## src/design/atpcv_pkg.sv

```systemverilog
// ----------------------------------------------------------------------------
// atpcv_pkg: shared types and constants of the pc-relative value unit
// request kinds, instruction set codes, encoding masks and stage words
// ----------------------------------------------------------------------------
package atpcv_pkg;

    typedef enum logic [4:0] {
        REQ_HANDLER  = 5'd0,
        REQ_ORIG_PC  = 5'd1,
        REQ_READ_PC  = 5'd2,
        REQ_NEXT_PC  = 5'd3,
        REQ_INSN     = 5'd4,
        REQ_CBZ      = 5'd5,
        REQ_ADR_T1   = 5'd6,
        REQ_ADR_T23  = 5'd7,
        REQ_LDR_T1   = 5'd8,
        REQ_LDR_T2   = 5'd9,
        REQ_B_T1     = 5'd10,
        REQ_B_T2     = 5'd11,
        REQ_B_T3     = 5'd12,
        REQ_B_T4     = 5'd13,
        REQ_BLX_T2   = 5'd14,
        REQ_B_A1     = 5'd15,
        REQ_BLX_A2   = 5'd16
    } req_kind_t;

    localparam logic [1:0] SET_ARM = 2'd0;
    localparam logic [1:0] SET_T16 = 2'd1;

    localparam logic [31:0] ALIGN4_MASK = 32'hffff_fffc;

    // 16-bit patterns, checked on the low halfword
    localparam logic [15:0] CBZ_MASK  = 16'hf500;
    localparam logic [15:0] CBZ_VAL   = 16'hb100;
    localparam logic [15:0] ADR1_MASK = 16'hf800;
    localparam logic [15:0] ADR1_VAL  = 16'ha000;
    localparam logic [15:0] LDR1_MASK = 16'hf800;
    localparam logic [15:0] LDR1_VAL  = 16'h4800;
    localparam logic [15:0] BT1_MASK  = 16'hf000;
    localparam logic [15:0] BT1_VAL   = 16'hd000;
    localparam logic [15:0] SVC_MASK  = 16'hfe00;
    localparam logic [15:0] SVC_VAL   = 16'hde00;
    localparam logic [15:0] BT2_MASK  = 16'hf800;
    localparam logic [15:0] BT2_VAL   = 16'he000;

    // 32-bit patterns
    localparam logic [31:0] ADR23_MASK = 32'hfbff_8000;
    localparam logic [31:0] ADR2_VAL   = 32'hf2af_0000;
    localparam logic [31:0] ADR3_VAL   = 32'hf20f_0000;
    localparam logic [31:0] LDR2_MASK  = 32'hff7f_0000;
    localparam logic [31:0] LDR2_VAL   = 32'hf85f_0000;
    localparam logic [31:0] BT3_MASK   = 32'hf800_d000;
    localparam logic [31:0] BT3_VAL    = 32'hf000_8000;
    localparam logic [31:0] BLX2_MASK  = 32'hf800_c000;
    localparam logic [31:0] BLX2_VAL   = 32'hf000_c000;

    // decoded word after the first stage
    typedef struct packed {
        logic [31:0] src;
        logic [3:0]  inc;
        logic [31:0] off;
        logic        sub;
        logic        align;
        logic        thumb;
        logic        half;
        logic        bad;
    } dec_t;

    // word after the base add
    typedef struct packed {
        logic [31:0] base;
        logic [31:0] off;
        logic        sub;
        logic        align;
        logic        thumb;
        logic        half;
        logic        bad;
    } base_t;

endpackage

```

## src/design/arm_thumb_pc_relative_value_unit.sv

```systemverilog
// ----------------------------------------------------------------------------
// arm_thumb_pc_relative_value_unit: pc-relative value and branch target unit
// three-stage pipeline: decode, base add, align / offset add / thumb bit
// ----------------------------------------------------------------------------
// One request word in, one result word out, one word per cycle sustained while
// the output is not stalled. Every request kind goes through the same path:
// value = (align(src + inc) +/- offset) | thumb. Stage one decodes the kind,
// checks the encoding and builds the sign-extended offset; stage two adds the
// pc increment (0, 2, 4 or 8) to the source; stage three clears the low bits
// where the base is word aligned, adds or subtracts the offset and sets the
// thumb bit, into the output register. Each stage moves on when the stage
// after it is empty or moving, so a stall on the output backs up the pipe
// without dropping or repeating a word, and bubbles are squeezed out. The
// unit keeps no state between words and has no configuration.
module arm_thumb_pc_relative_value_unit
(
    input  logic        clk,
    input  logic        rst_n,

    input  logic        in_valid,
    output logic        in_ready,
    input  logic [4:0]  req_type,
    input  logic [31:0] pc,
    input  logic [31:0] insn,
    input  logic [1:0]  insn_set,
    input  logic [31:0] handler_addr,

    output logic        out_valid,
    input  logic        out_ready,
    output logic [31:0] value,
    output logic        value_is_halfword,
    output logic        bad_encoding
);

    // pipeline valid bits and stage registers
    logic                s1_valid_reg, s1_valid_next;
    logic                s2_valid_reg, s2_valid_next;
    logic                s3_valid_reg, s3_valid_next;
    atpcv_pkg::dec_t     s1_reg, s1_next;
    atpcv_pkg::base_t    s2_reg, s2_next;
    logic [31:0]         val_reg, val_next;
    logic                half_reg, half_next;
    logic                bad_reg, bad_next;

    // stage enables, from the output back to the input
    logic en1, en2, en3;

    assign en3 = !s3_valid_reg || out_ready;
    assign en2 = !s2_valid_reg || en3;
    assign en1 = !s1_valid_reg || en2;

    assign in_ready = en1;

    // ------------------------------------------------------------------
    // stage 1: decode
    // ------------------------------------------------------------------
    logic        is_arm, is_t16;
    logic [15:0] lo16;
    logic        s_bit, i1, i2;
    logic [31:0] long_off;
    logic        adr_t2, adr_t3;

    assign is_arm = (insn_set == atpcv_pkg::SET_ARM);
    assign is_t16 = (insn_set == atpcv_pkg::SET_T16);
    assign lo16   = insn[15:0];

    // S:I1:I2:imm10:imm11:0, I = not (J xor S)
    assign s_bit    = insn[26];
    assign i1       = ~(s_bit ^ insn[13]);
    assign i2       = ~(s_bit ^ insn[11]);
    assign long_off = {{7{s_bit}}, s_bit, i1, i2, insn[25:16], insn[10:0], 1'b0};

    assign adr_t2 = ((insn & atpcv_pkg::ADR23_MASK) == atpcv_pkg::ADR2_VAL);
    assign adr_t3 = ((insn & atpcv_pkg::ADR23_MASK) == atpcv_pkg::ADR3_VAL);

    always_comb
    begin
        s1_next       = '0;
        s1_next.src   = pc;
        unique case (atpcv_pkg::req_kind_t'(req_type))
            atpcv_pkg::REQ_HANDLER:
            begin
                s1_next.src = handler_addr;
            end
            atpcv_pkg::REQ_ORIG_PC:
            begin
                s1_next.thumb = !is_arm;
            end
            atpcv_pkg::REQ_READ_PC:
            begin
                s1_next.inc = is_arm ? 4'd8 : 4'd4;
            end
            atpcv_pkg::REQ_NEXT_PC:
            begin
                s1_next.inc   = is_t16 ? 4'd2 : 4'd4;
                s1_next.thumb = !is_arm;
            end
            atpcv_pkg::REQ_INSN:
            begin
                if (is_t16)
                begin
                    s1_next.src  = {16'h0000, lo16};
                    s1_next.half = 1'b1;
                    s1_next.bad  = (insn[31:16] != 16'h0000);
                end
                else if (is_arm)
                begin
                    s1_next.src = insn;
                end
                else
                begin
                    // thumb-2: first halfword goes low
                    s1_next.src = {insn[15:0], insn[31:16]};
                end
            end
            atpcv_pkg::REQ_CBZ:
            begin
                s1_next.inc   = 4'd4;
                s1_next.off   = {25'h0, insn[9], insn[7:3], 1'b0};
                s1_next.thumb = 1'b1;
                s1_next.bad   = ((lo16 & atpcv_pkg::CBZ_MASK) != atpcv_pkg::CBZ_VAL);
            end
            atpcv_pkg::REQ_ADR_T1:
            begin
                s1_next.inc   = 4'd4;
                s1_next.align = 1'b1;
                s1_next.off   = {22'h0, insn[7:0], 2'b00};
                s1_next.bad   = ((lo16 & atpcv_pkg::ADR1_MASK) != atpcv_pkg::ADR1_VAL);
            end
            atpcv_pkg::REQ_ADR_T23:
            begin
                s1_next.inc   = 4'd4;
                s1_next.align = 1'b1;
                s1_next.off   = {20'h0, insn[26], insn[14:12], insn[7:0]};
                s1_next.sub   = adr_t2;
                s1_next.bad   = !(adr_t2 || adr_t3);
            end
            atpcv_pkg::REQ_LDR_T1:
            begin
                s1_next.inc   = 4'd4;
                s1_next.align = 1'b1;
                s1_next.off   = {22'h0, insn[7:0], 2'b00};
                s1_next.bad   = ((lo16 & atpcv_pkg::LDR1_MASK) != atpcv_pkg::LDR1_VAL);
            end
            atpcv_pkg::REQ_LDR_T2:
            begin
                s1_next.inc   = 4'd4;
                s1_next.align = 1'b1;
                s1_next.off   = {20'h0, insn[11:0]};
                s1_next.sub   = !insn[23];
                s1_next.bad   = ((insn & atpcv_pkg::LDR2_MASK) != atpcv_pkg::LDR2_VAL);
            end
            atpcv_pkg::REQ_B_T1:
            begin
                s1_next.inc   = 4'd4;
                s1_next.off   = {{23{insn[7]}}, insn[7:0], 1'b0};
                s1_next.thumb = 1'b1;
                // svc / undefined space also counts as a mismatch
                s1_next.bad   = ((lo16 & atpcv_pkg::BT1_MASK) != atpcv_pkg::BT1_VAL)
                             || ((lo16 & atpcv_pkg::SVC_MASK) == atpcv_pkg::SVC_VAL);
            end
            atpcv_pkg::REQ_B_T2:
            begin
                s1_next.inc   = 4'd4;
                s1_next.off   = {{20{insn[10]}}, insn[10:0], 1'b0};
                s1_next.thumb = 1'b1;
                s1_next.bad   = ((lo16 & atpcv_pkg::BT2_MASK) != atpcv_pkg::BT2_VAL);
            end
            atpcv_pkg::REQ_B_T3:
            begin
                // S:J2:J1:imm6:imm11:0
                s1_next.inc   = 4'd4;
                s1_next.off   = {{11{insn[26]}}, insn[26], insn[11], insn[13],
                                 insn[21:16], insn[10:0], 1'b0};
                s1_next.thumb = 1'b1;
                s1_next.bad   = ((insn & atpcv_pkg::BT3_MASK) != atpcv_pkg::BT3_VAL);
            end
            atpcv_pkg::REQ_B_T4:
            begin
                s1_next.inc   = 4'd4;
                s1_next.off   = long_off;
                s1_next.thumb = 1'b1;
            end
            atpcv_pkg::REQ_BLX_T2:
            begin
                s1_next.inc   = 4'd4;
                s1_next.align = 1'b1;
                s1_next.off   = long_off;
                s1_next.bad   = ((insn & atpcv_pkg::BLX2_MASK) != atpcv_pkg::BLX2_VAL)
                             || insn[0];
            end
            atpcv_pkg::REQ_B_A1:
            begin
                s1_next.inc = 4'd8;
                s1_next.off = {{6{insn[23]}}, insn[23:0], 2'b00};
            end
            atpcv_pkg::REQ_BLX_A2:
            begin
                s1_next.inc   = 4'd8;
                s1_next.off   = {{6{insn[23]}}, insn[23:0], insn[24], 1'b0};
                s1_next.thumb = 1'b1;
            end
            default:
            begin
                // undefined kinds give zero and a flag
                s1_next.src = '0;
                s1_next.bad = 1'b1;
            end
        endcase
    end

    assign s1_valid_next = en1 ? in_valid : s1_valid_reg;

    // ------------------------------------------------------------------
    // stage 2: base add
    // ------------------------------------------------------------------
    always_comb
    begin
        s2_next.base  = s1_reg.src + {28'h0, s1_reg.inc};
        s2_next.off   = s1_reg.off;
        s2_next.sub   = s1_reg.sub;
        s2_next.align = s1_reg.align;
        s2_next.thumb = s1_reg.thumb;
        s2_next.half  = s1_reg.half;
        s2_next.bad   = s1_reg.bad;
    end

    assign s2_valid_next = en2 ? s1_valid_reg : s2_valid_reg;

    // ------------------------------------------------------------------
    // stage 3: align, offset add, thumb bit
    // ------------------------------------------------------------------
    logic [31:0] abase, sum;

    assign abase = s2_reg.align ? (s2_reg.base & atpcv_pkg::ALIGN4_MASK) : s2_reg.base;
    assign sum   = s2_reg.sub ? (abase - s2_reg.off) : (abase + s2_reg.off);

    assign val_next      = sum | {31'h0, s2_reg.thumb};
    assign half_next     = s2_reg.half;
    assign bad_next      = s2_reg.bad;
    assign s3_valid_next = en3 ? s2_valid_reg : s3_valid_reg;

    // control state
    always_ff @(posedge clk or negedge rst_n)
    begin
        if (!rst_n)
        begin
            s1_valid_reg <= 1'b0;
            s2_valid_reg <= 1'b0;
            s3_valid_reg <= 1'b0;
        end
        else
        begin
            s1_valid_reg <= s1_valid_next;
            s2_valid_reg <= s2_valid_next;
            s3_valid_reg <= s3_valid_next;
        end
    end

    // payload, loaded only when the stage moves
    always_ff @(posedge clk)
    begin
        if (en1)
        begin
            s1_reg <= s1_next;
        end
        if (en2)
        begin
            s2_reg <= s2_next;
        end
        if (en3)
        begin
            val_reg  <= val_next;
            half_reg <= half_next;
            bad_reg  <= bad_next;
        end
    end

    assign out_valid         = s3_valid_reg;
    assign value             = val_reg;
    assign value_is_halfword = half_reg;
    assign bad_encoding      = bad_reg;

    // ------------------------------------------------------------------
    // assertions
    // ------------------------------------------------------------------

    // a halfword result never carries upper bits
    assert property (@(posedge clk) disable iff (!rst_n)
        (out_valid && value_is_halfword) |-> (value[31:16] == 16'h0000))
    else $error("halfword result with upper bits set");

    // input only stalls when the whole pipe is full and the output is blocked
    assert property (@(posedge clk) disable iff (!rst_n)
        !in_ready |-> (s1_valid_reg && s2_valid_reg && s3_valid_reg && !out_ready))
    else $error("input stalled with room in the pipe");

    // a stalled decode word holds its contents
    assert property (@(posedge clk) disable iff (!rst_n)
        (s1_valid_reg && !en2) |=> (s1_valid_reg && $stable(s1_reg)))
    else $error("decode stage lost or changed a stalled word");

    // a stalled base word holds its contents
    assert property (@(posedge clk) disable iff (!rst_n)
        (s2_valid_reg && !en3) |=> (s2_valid_reg && $stable(s2_reg)))
    else $error("base stage lost or changed a stalled word");

endmodule

```

## config.mk

```make
export PLATFORM = sky130hd
export DESIGN_NAME = arm_thumb_pc_relative_value_unit
export DESIGN_NICKNAME = d
export VERILOG_FILES = /design/src/design/atpcv_pkg.sv /design/src/design/arm_thumb_pc_relative_value_unit.sv
export SDC_FILE = /design/constraint.sdc
export NUM_CORES = 1
export LEC_CHECK = 0
export BUFFER_PORTS_ARGS = -buffer_cell sky130_fd_sc_hd__buf_2
export CORE_AREA = 2 2 132 134
export CTS_BUF_LIST = sky130_fd_sc_hd__clkbuf_2 sky130_fd_sc_hd__clkbuf_4 sky130_fd_sc_hd__clkbuf_8
export CTS_CLUSTER_DIAMETER = 120
export CTS_CLUSTER_SIZE = 16
export DETAILED_ROUTE_END_ITERATION = 8
export DIE_AREA = 0 0 134 136
export GPL_TIMING_DRIVEN = 1
export PLACE_DENSITY = 0.82
export SYNTH_ARGS = -nofsm -noshare
export SYNTH_HDL_FRONTEND = slang
export SYNTH_SLANG_ARGS = --single-unit
export TNS_END_PERCENT = 30
```

## constraint.sdc

```tcl
create_clock -name clk -period 4.8 [get_ports clk]
set_input_delay 0.72 -clock clk [delete_from_list [all_inputs] [get_ports clk]]
set_output_delay 0.72 -clock clk [all_outputs]
set_load 0.1 [all_outputs]
```

==> results of run 1 <==
path summary, 6_finish.rpt:
path | endpoint | slack (ps) | depth (start not counted)
worst max register to register | value[30] | 700 | 14
max in group asynchronous | out_valid | 4640 | 1
worst min-delay path | out_valid | 40 | 1
worst max-delay path | value[30] | 700 | 14
worst min register to register | s2_reg[9] | 410 | 0
min in group clk | s2_reg[9] | 410 | 0
routing by layer:
metal | share of wire [%] | GRT usage, % | up-vias
met5 | 0 | 0 | -
met1 | 42 | 37.5 | 3695
met2 | 48 | 44.8 | 369
met4 | 2.8 | 10.8 | 0
met3 | 7.1 | 4.44 | 59
li1 | - | - | 3755
cell usage in the layout, fill, tap and decap left out, types with 4 or more instances in the layout:
master and instances:
inv_1 20, inv_6 7, xor2_1 23, nand2b_1 14, clkinv_4 4, a31oi_1 10
nor2b_1 9, a221o_1 33, a22oi_1 20, nor2_1 83, xnor2_1 66, a21oi_1 57
nand3_1 32, edfxtp_1 163, and2_1 9, nand2_1 73, mux2i_1 17, a211oi_1 9
buf_2 142, buf_4 6, a21boi_0 4, nand3b_1 4, a311oi_1 4, nand4_1 15
o21ai_0 21, clkbuf_8 17, and4_1 6, and3_1 15, a222oi_1 8, nor3_1 22
nor3b_1 11, nor4_1 5, a21o_1 19, ha_1 35, o21bai_1 4
kinds of logic (layout without fill, tap and decap cells):
kind of cell,count (synthesis),in the layout,synth area share [%]
fa+ha+maj,37,37,4.82
buf+inv,73,200,2.77
simple gates,318,318,16.4
flops,166,166,50.1
compound gates,223,223,16.2
xor+xnor,89,89,7.86
mux,18,18,1.83
metrics by stage:
step / cells / setup slack [ps] / instance area [µm²] / hold slack [ps] / power (mW)
2_1_floorplan: 924 / -64.8 / 9920 / 400 / 4.26
3_3_place_gp: 1244 / 871 / 10800 / 401 / 4.69
3_5_place_dp: 1244 / 763 / 10800 / 405 / 4.72
4_1_cts: 1276 / 761 / 11200 / 13.0 / 5.70
5_1_grt: 1276 / 463 / 11200 / 7.73 / 5.98
6_report: 1276 / 698 / 11200 / 40.2 / 5.70
final cells by class:
cell class                 count  share of cell area (%)
clock buffer                  17                    2.10
clock inverter                15                    1.45
inverter                      20                   0.673
multi-input combinational    685                    41.9
sequential                   166                    44.6
tap                          225                    2.52
timing repair buffer         148                    6.77
power breakdown:
group          switching (mW)  leakage, nW  internal, mW
combinational            1.87         2.61         0.693
clock                   0.553        0.198         0.432
sequential              0.149         1.78          2.00
total                    2.57         4.59          3.12
==> results by group, run 1 <==
Critical path
  • Crit-path slowest cell: or4_1
  • Startpoint types: register
  • Crit-path cells: or4_1, nor3_1, and2_1, a21o_1, o21ai_0, xnor2_1, ha_1, a21oi_1, o211ai_1, and3_1, o21a_1, a211oi_1, o21ai_0, xor2_1
  • Critical Path Max Stage Delay: 590 ps
  • Crit path launch: s2_reg[16]
  • Reg-to-reg startpoint: s2_reg[16]
  • Crit path kind: reg -> reg
  • Worst Setup End Kind: register
  • CP Max Fanout: 7
  • Critical path's top delay family: simple AND/OR/NAND/NOR gates
  • CP required: 5010 ps
  • Most common cell on crit path: o21ai_0
  • Worst Path Buf+Inv: 0
  • Arrival time at the worst endpoint: 4310 ps

Floorplan
  • DIE HEIGHT: 136 µm
  • Area of the core: 16900 µm²
  • Die Wd: 134 µm
  • Row Count: 48
  • Die area: 18200 µm²
  • Initial Util: 58.8%
  • I/O pins: 143

Placement
  • Detailed Place HPWL: 18000 µm
  • Port Buffers: 142
  • GPL Wtd Cong: 1.01

Synthesis
  • Most common cell in the netlist: edfxtp_1
  • Synthesized Nets: 1068
  • Synth warnings: 0
  • Largest area contributor in the netlist: edfxtp_1
  • Yosys cell types: 67
  • Register area share after synthesis: 50.1%
  • Yosys reg bits: 166
  • Post-Syn Area per Cell: 10.7 µm²
  • Synth top area share: 49.3%
  • Top_reg_cell synth: edfxtp_1
  • Synthesized area: 9920 µm²
  • Ys async rst share: 1.81%
  • Post-synth top cells: edfxtp_1, nor2_1, nand2_1, xnor2_1, a21oi_1
  • Top post-synthesis cells by area: edfxtp_1, xnor2_1, ha_1
  • Cells after Synth: 924
  • EDFF count, synth: 163

Detailed routing
  • WL final: 24500 µm
  • WL per Instance: 19.2 µm
  • DRC Markers: 0
  • Via-to-Cell Ratio: 6.17
  • Routed Antenna Nets: 0
  • Initial drt markers: 770
  • Pre-antenna DRT Iters: 7
  • Via Count: 7878

STA
  • Setup-violating endpoint count in the final report: 0
  • Hold Vio Cnt, Final: 0
  • Final Max Tran Viols: 0
  • Final clock skew: 13.2 ps
  • Setup tns final: 0 ps
  • Max Clock Freq: 0.244 GHz
  • Final period util: 85.5%
  • Rel. slew slack: 26.4%
  • Unrepaired setup endpoints after global routing: no
  • Worst-margin pin slew: 1100 ps
  • Post-route minimum period: 4100 ps

Run
  • Max-cap viol count: 0

Status
  • Status: complete, no violations

Global routing
  • GR Overflow Total: 0
  • First-pass GRT wire length: 39000 µm
  • Largest net degree at the start of global routing: 68
  • Vias in the first global route: 7504
  • GRT Total Usage: 27.6%
  • Antenna violations before repair: 0

Clock network
  • Root buffer cell: clkbuf_8
  • CTS H-tree depth: 4
  • CTS buffer count: 17
  • Clock Sinks: 166
  • Setup Fix Bufs, Post-CTS: 0
  • Number of gates resized after CTS: 0
  • Cts hold-fix bufs: 0
  • Clock Tree Buf Depth: 2
  • Worst-path clk slew: 90 ps
  • Insertion delay to the later sink of the worst-skew pair: 450 ps
  • CTS tree: built

Min path
  • Tightest Hold Check Type: in -> async

Layout
  • Total Nets Final: 1182
  • Register Area: 4970 µm²
  • Area of the multi-input gates: 4680 µm²
  • Antenna Cells: 0
  • Largest register FFs: 66
  • Layout cells sized above 1: 18.3%
  • Synthesis-to-finish area growth: 12.5%
  • Fin util: 66.1%
  • Fillers: 1302

Power and ir drop
  • Pleak: 4.59 nW
  • Max IR drop VDD: 0.415 mV
  • PwrDens: 510 nW/µm²
Power figures use the tool's default switching activity.
==> run 2, diff against run 1 <==
--- a/config.mk
+++ b/config.mk
@@ -5,15 +5,15 @@
 export SDC_FILE = /design/constraint.sdc
 export NUM_CORES = 1
 export LEC_CHECK = 0
+export ABC_AREA = 1
 export BUFFER_PORTS_ARGS = -buffer_cell sky130_fd_sc_hd__buf_2
-export CORE_AREA = 2 2 132 134
+export CORE_AREA = 2 2 167 169
 export CTS_BUF_LIST = sky130_fd_sc_hd__clkbuf_2 sky130_fd_sc_hd__clkbuf_4 sky130_fd_sc_hd__clkbuf_8
 export CTS_CLUSTER_DIAMETER = 120
 export CTS_CLUSTER_SIZE = 16
 export DETAILED_ROUTE_END_ITERATION = 8
-export DIE_AREA = 0 0 134 136
+export DIE_AREA = 0 0 169 171
 export GPL_TIMING_DRIVEN = 1
-export PLACE_DENSITY = 0.82
 export SYNTH_ARGS = -nofsm -noshare
 export SYNTH_HDL_FRONTEND = slang
 export SYNTH_SLANG_ARGS = --single-unit
==> results by group, run 2 <==
Synthesis
  • Most common cell in the netlist: nand2_1
  • Synth top area share: 45.6% (-3.8 points)
  • Cells after Synth: 1305 (+41%)
  • Ys async rst share: 1.81% (unchanged)
  • Top post-synthesis cells by area: edfxtp_1, nand2_1, inv_1
  • EDFF count, synth: 163 (unchanged)
  • Synthesized Nets: 1449 (+36%)
  • Yosys reg bits: 166 (unchanged)
  • Synthesized area: 10700 µm² (+8.3%)
  • Yosys cell types: 48 (-28%)
  • Largest area contributor in the netlist: edfxtp_1
  • Post-Syn Area per Cell: 8.23 µm² (-23%)
  • Synth warnings: 0 (unchanged)
  • Register area share after synthesis: 46.3% (-3.8 points)
  • Post-synth top cells: nand2_1, inv_1, edfxtp_1, nor2_1, nand3_1
  • Top_reg_cell synth: edfxtp_1

Global routing
  • GR Overflow Total: 0 (unchanged)
  • Vias in the first global route: 8906 (+19%)
  • First-pass GRT wire length: 47800 µm (+23%)
  • Largest net degree at the start of global routing: 68 (unchanged)
  • GRT Total Usage: 21.7% (-6.0 points)
  • Antenna violations before repair: 0 (unchanged)

Critical path
  • Worst Setup End Kind: register
  • Crit-path cells: inv_1, o21ai_1, nand2_1, a21oi_1, o21ai_1, xor2_1, ha_1, a21oi_1, o21ai_0, a21oi_1, nor2_1, nor2_1, nand2_1, nand2_1, nand2_1
  • Startpoint types: register
  • Crit path kind: reg -> reg
  • Most common cell on crit path: nand2_1
  • CP required: 5030 ps (+20 ps)
  • CP Max Fanout: 26 (+19)
  • Crit-path slowest cell: edfxtp_1
  • Critical path's top delay family: compound AO/OA/AOI/OAI gates
  • Worst Path Buf+Inv: 1 (+1)
  • Critical Path Max Stage Delay: 640 ps (+50 ps)
  • Arrival time at the worst endpoint: 3790 ps (-520 ps)

STA
  • Worst-margin pin slew: 1100 ps (-8.21 ps)
  • Hold_ws: 39.6 ps (-0.586 ps)
  • Setup tns final: 0 ps (unchanged)
  • Final Max Tran Viols: 0 (unchanged)
  • Rel. slew slack: 26.9% (+0.47 points)
  • Hold Vio Cnt, Final: 0 (unchanged)
  • Post-route minimum period: 3560 ps (-544 ps)
  • Setup-violating endpoint count in the final report: 0 (unchanged)
  • Final period util: 74.1% (-11 points)
  • PnR worst setup slack: 1240 ps (+544 ps)
  • Max Clock Freq: 0.281 GHz (+15%)
  • Final clock skew: 19.2 ps (+5.98 ps)
  • Unrepaired setup endpoints after global routing: no

Floorplan
  • DIE HEIGHT: 171 µm (+26%)
  • Area of the core: 27300 µm² (+62%)
  • I/O pins: 143 (unchanged)
  • Die area: 28900 µm² (+59%)
  • Row Count: 61 (+27%)
  • Die Wd: 169 µm (+26%)
  • Initial Util: 39.3% (-19 points)

Power and ir drop
  • Pleak: 5.69 nW (+24%)
  • PwrDens: 480 nW/µm² (-5.9%)
  • Max IR drop VDD: 0.155 mV (-63%)

Run
  • Max-cap viol count: 0 (unchanged)

Detailed routing
  • WL final: 30500 µm (+25%)
  • Via-to-Cell Ratio: 5.14 (-17%)
  • Routed Antenna Nets: 0 (unchanged)
  • WL per Instance: 16.9 µm (-12%)
  • Initial drt markers: 722 (-6.2%)
  • Via Count: 9314 (+18%)
  • DRC Markers: 0 (unchanged)
  • Pre-antenna DRT Iters: 5 (-2)

Clock network
  • Worst-path clk slew: 100 ps (about the same)
  • Insertion delay to the later sink of the worst-skew pair: 460 ps (about the same)
  • Number of gates resized after CTS: 0 (unchanged)
  • Clock Sinks: 166 (unchanged)
  • Cts hold-fix bufs: 0 (unchanged)
  • CTS tree: built
  • Clock Tree Buf Depth: 2 (unchanged)
  • CTS buffer count: 17 (unchanged)
  • CTS H-tree depth: 4 (unchanged)
  • Root buffer cell: clkbuf_8
  • Setup Fix Bufs, Post-CTS: 0 (unchanged)

Placement
  • Post-Place Cells: 1780 (+43%)
  • GPL Wtd Cong: 1.00 (-1.2%)
  • Port Buffers: 142 (unchanged)
  • Place WS: 1250 ps (+484 ps)
  • Detailed Place HPWL: 25100 µm (+39%)

Layout
  • Commonest non-fill, non-tap cell in the layout: nand2_1
  • Final Non-Filler Cells: 1812 (+42%)
  • Antenna Cells: 0 (unchanged)
  • Synthesis-to-finish area growth: 14.1%
  • Largest register FFs: 66 (unchanged)
  • Layout cells sized above 1: 15.5% (-2.8 points)
  • Most frequent cells in the layout: nand2_1, inv_1, edfxtp_1
  • Total Nets Final: 1597 (+35%)

Min path
  • Tightest Hold Check Type: in -> async

Status
  • Status: complete, no violations
==> run 2: cell count changes in the layout (fill, tap and decap cells not counted), moves of 15 or more <==
cell,change
nand4_1,+21
and3_1,-15
mux2i_1,-17
nand2_2,+16
nand2_1,+287
a22oi_1,-18
a221o_1,-33
o21ai_0,+23
inv_1,+147
nand3_1,+51
xor2_1,+35
nor2_1,+33
xnor2_1,-52
a21o_1,-17
==> run 2: where the power goes <==
group	internal [mW]	switching, mW	total (mW)
Clock	0.577	0.525	1.10
Sequential	2.01	0.148	2.16
Combinational	0.607	2.02	2.63
Total	3.19	2.70	5.89
==> run 2: logic make-up (layout without fill, tap and decap cells) <==
group                    after synthesis  after routing  share of synthesized area [%]
AO/OA/AOI/OAI                        163            163                           8.80
XOR/XNOR                              72             72                           5.87
adder cells (fa/ha/maj)               37             37                           4.45
buffers and inverters                195            356                           7.15
flip-flops                           166            166                           46.3
AND/OR/NAND/NOR                      672            672                           27.5
==> run 2: cell type report <==
cell class	instances	area (µm²)
Fill cell	2766	15100
Multi-Input combinational cell	944	5010
Sequential cell	166	4970
Timing Repair Buffer	147	748
Inverter	177	666
Tap cell	346	433
Clock buffer	18	241
Clock inverter	14	193
==> run 2: per-stage QoR <==
stage	area (µm²)	util, %	power [mW]
final	12300	44.9	5.89
after global routing	12300	44.9	6.25
after CTS	12300	44.9	5.93
after detailed placement	11800	43.3	4.83
after global placement	11800	43.3	4.81
after floorplan	10700	-	4.24
==> run 2: routing by layer <==
| layer | part of all wire (%) | up-vias | global-route usage [%] |
|---|---|---|---|
| li1 | - | 4688 | - |
| met1 | 46 | 4243 | 28.3 |
| met2 | 46 | 335 | 36.9 |
| met3 | 5.4 | 48 | 3.68 |
| met4 | 2.5 | 0 | 6.80 |
| met5 | 0 | - | 0 |
==> run 2: final timing paths <==
path	start	to	slack [ps]	depth (start not counted)
min in group clk	s1_reg[17]	s2_reg[17]	420	0
max in group asynchronous	rst_n	s2_valid_reg	4650	1
hold reg to reg	s1_reg[17]	s2_reg[17]	420	0
setup / recovery	s2_reg[4]	value[28]	1240	15
hold / removal	rst_n	s1_valid_reg	40	1
setup reg to reg	s2_reg[4]	value[28]	1240	15
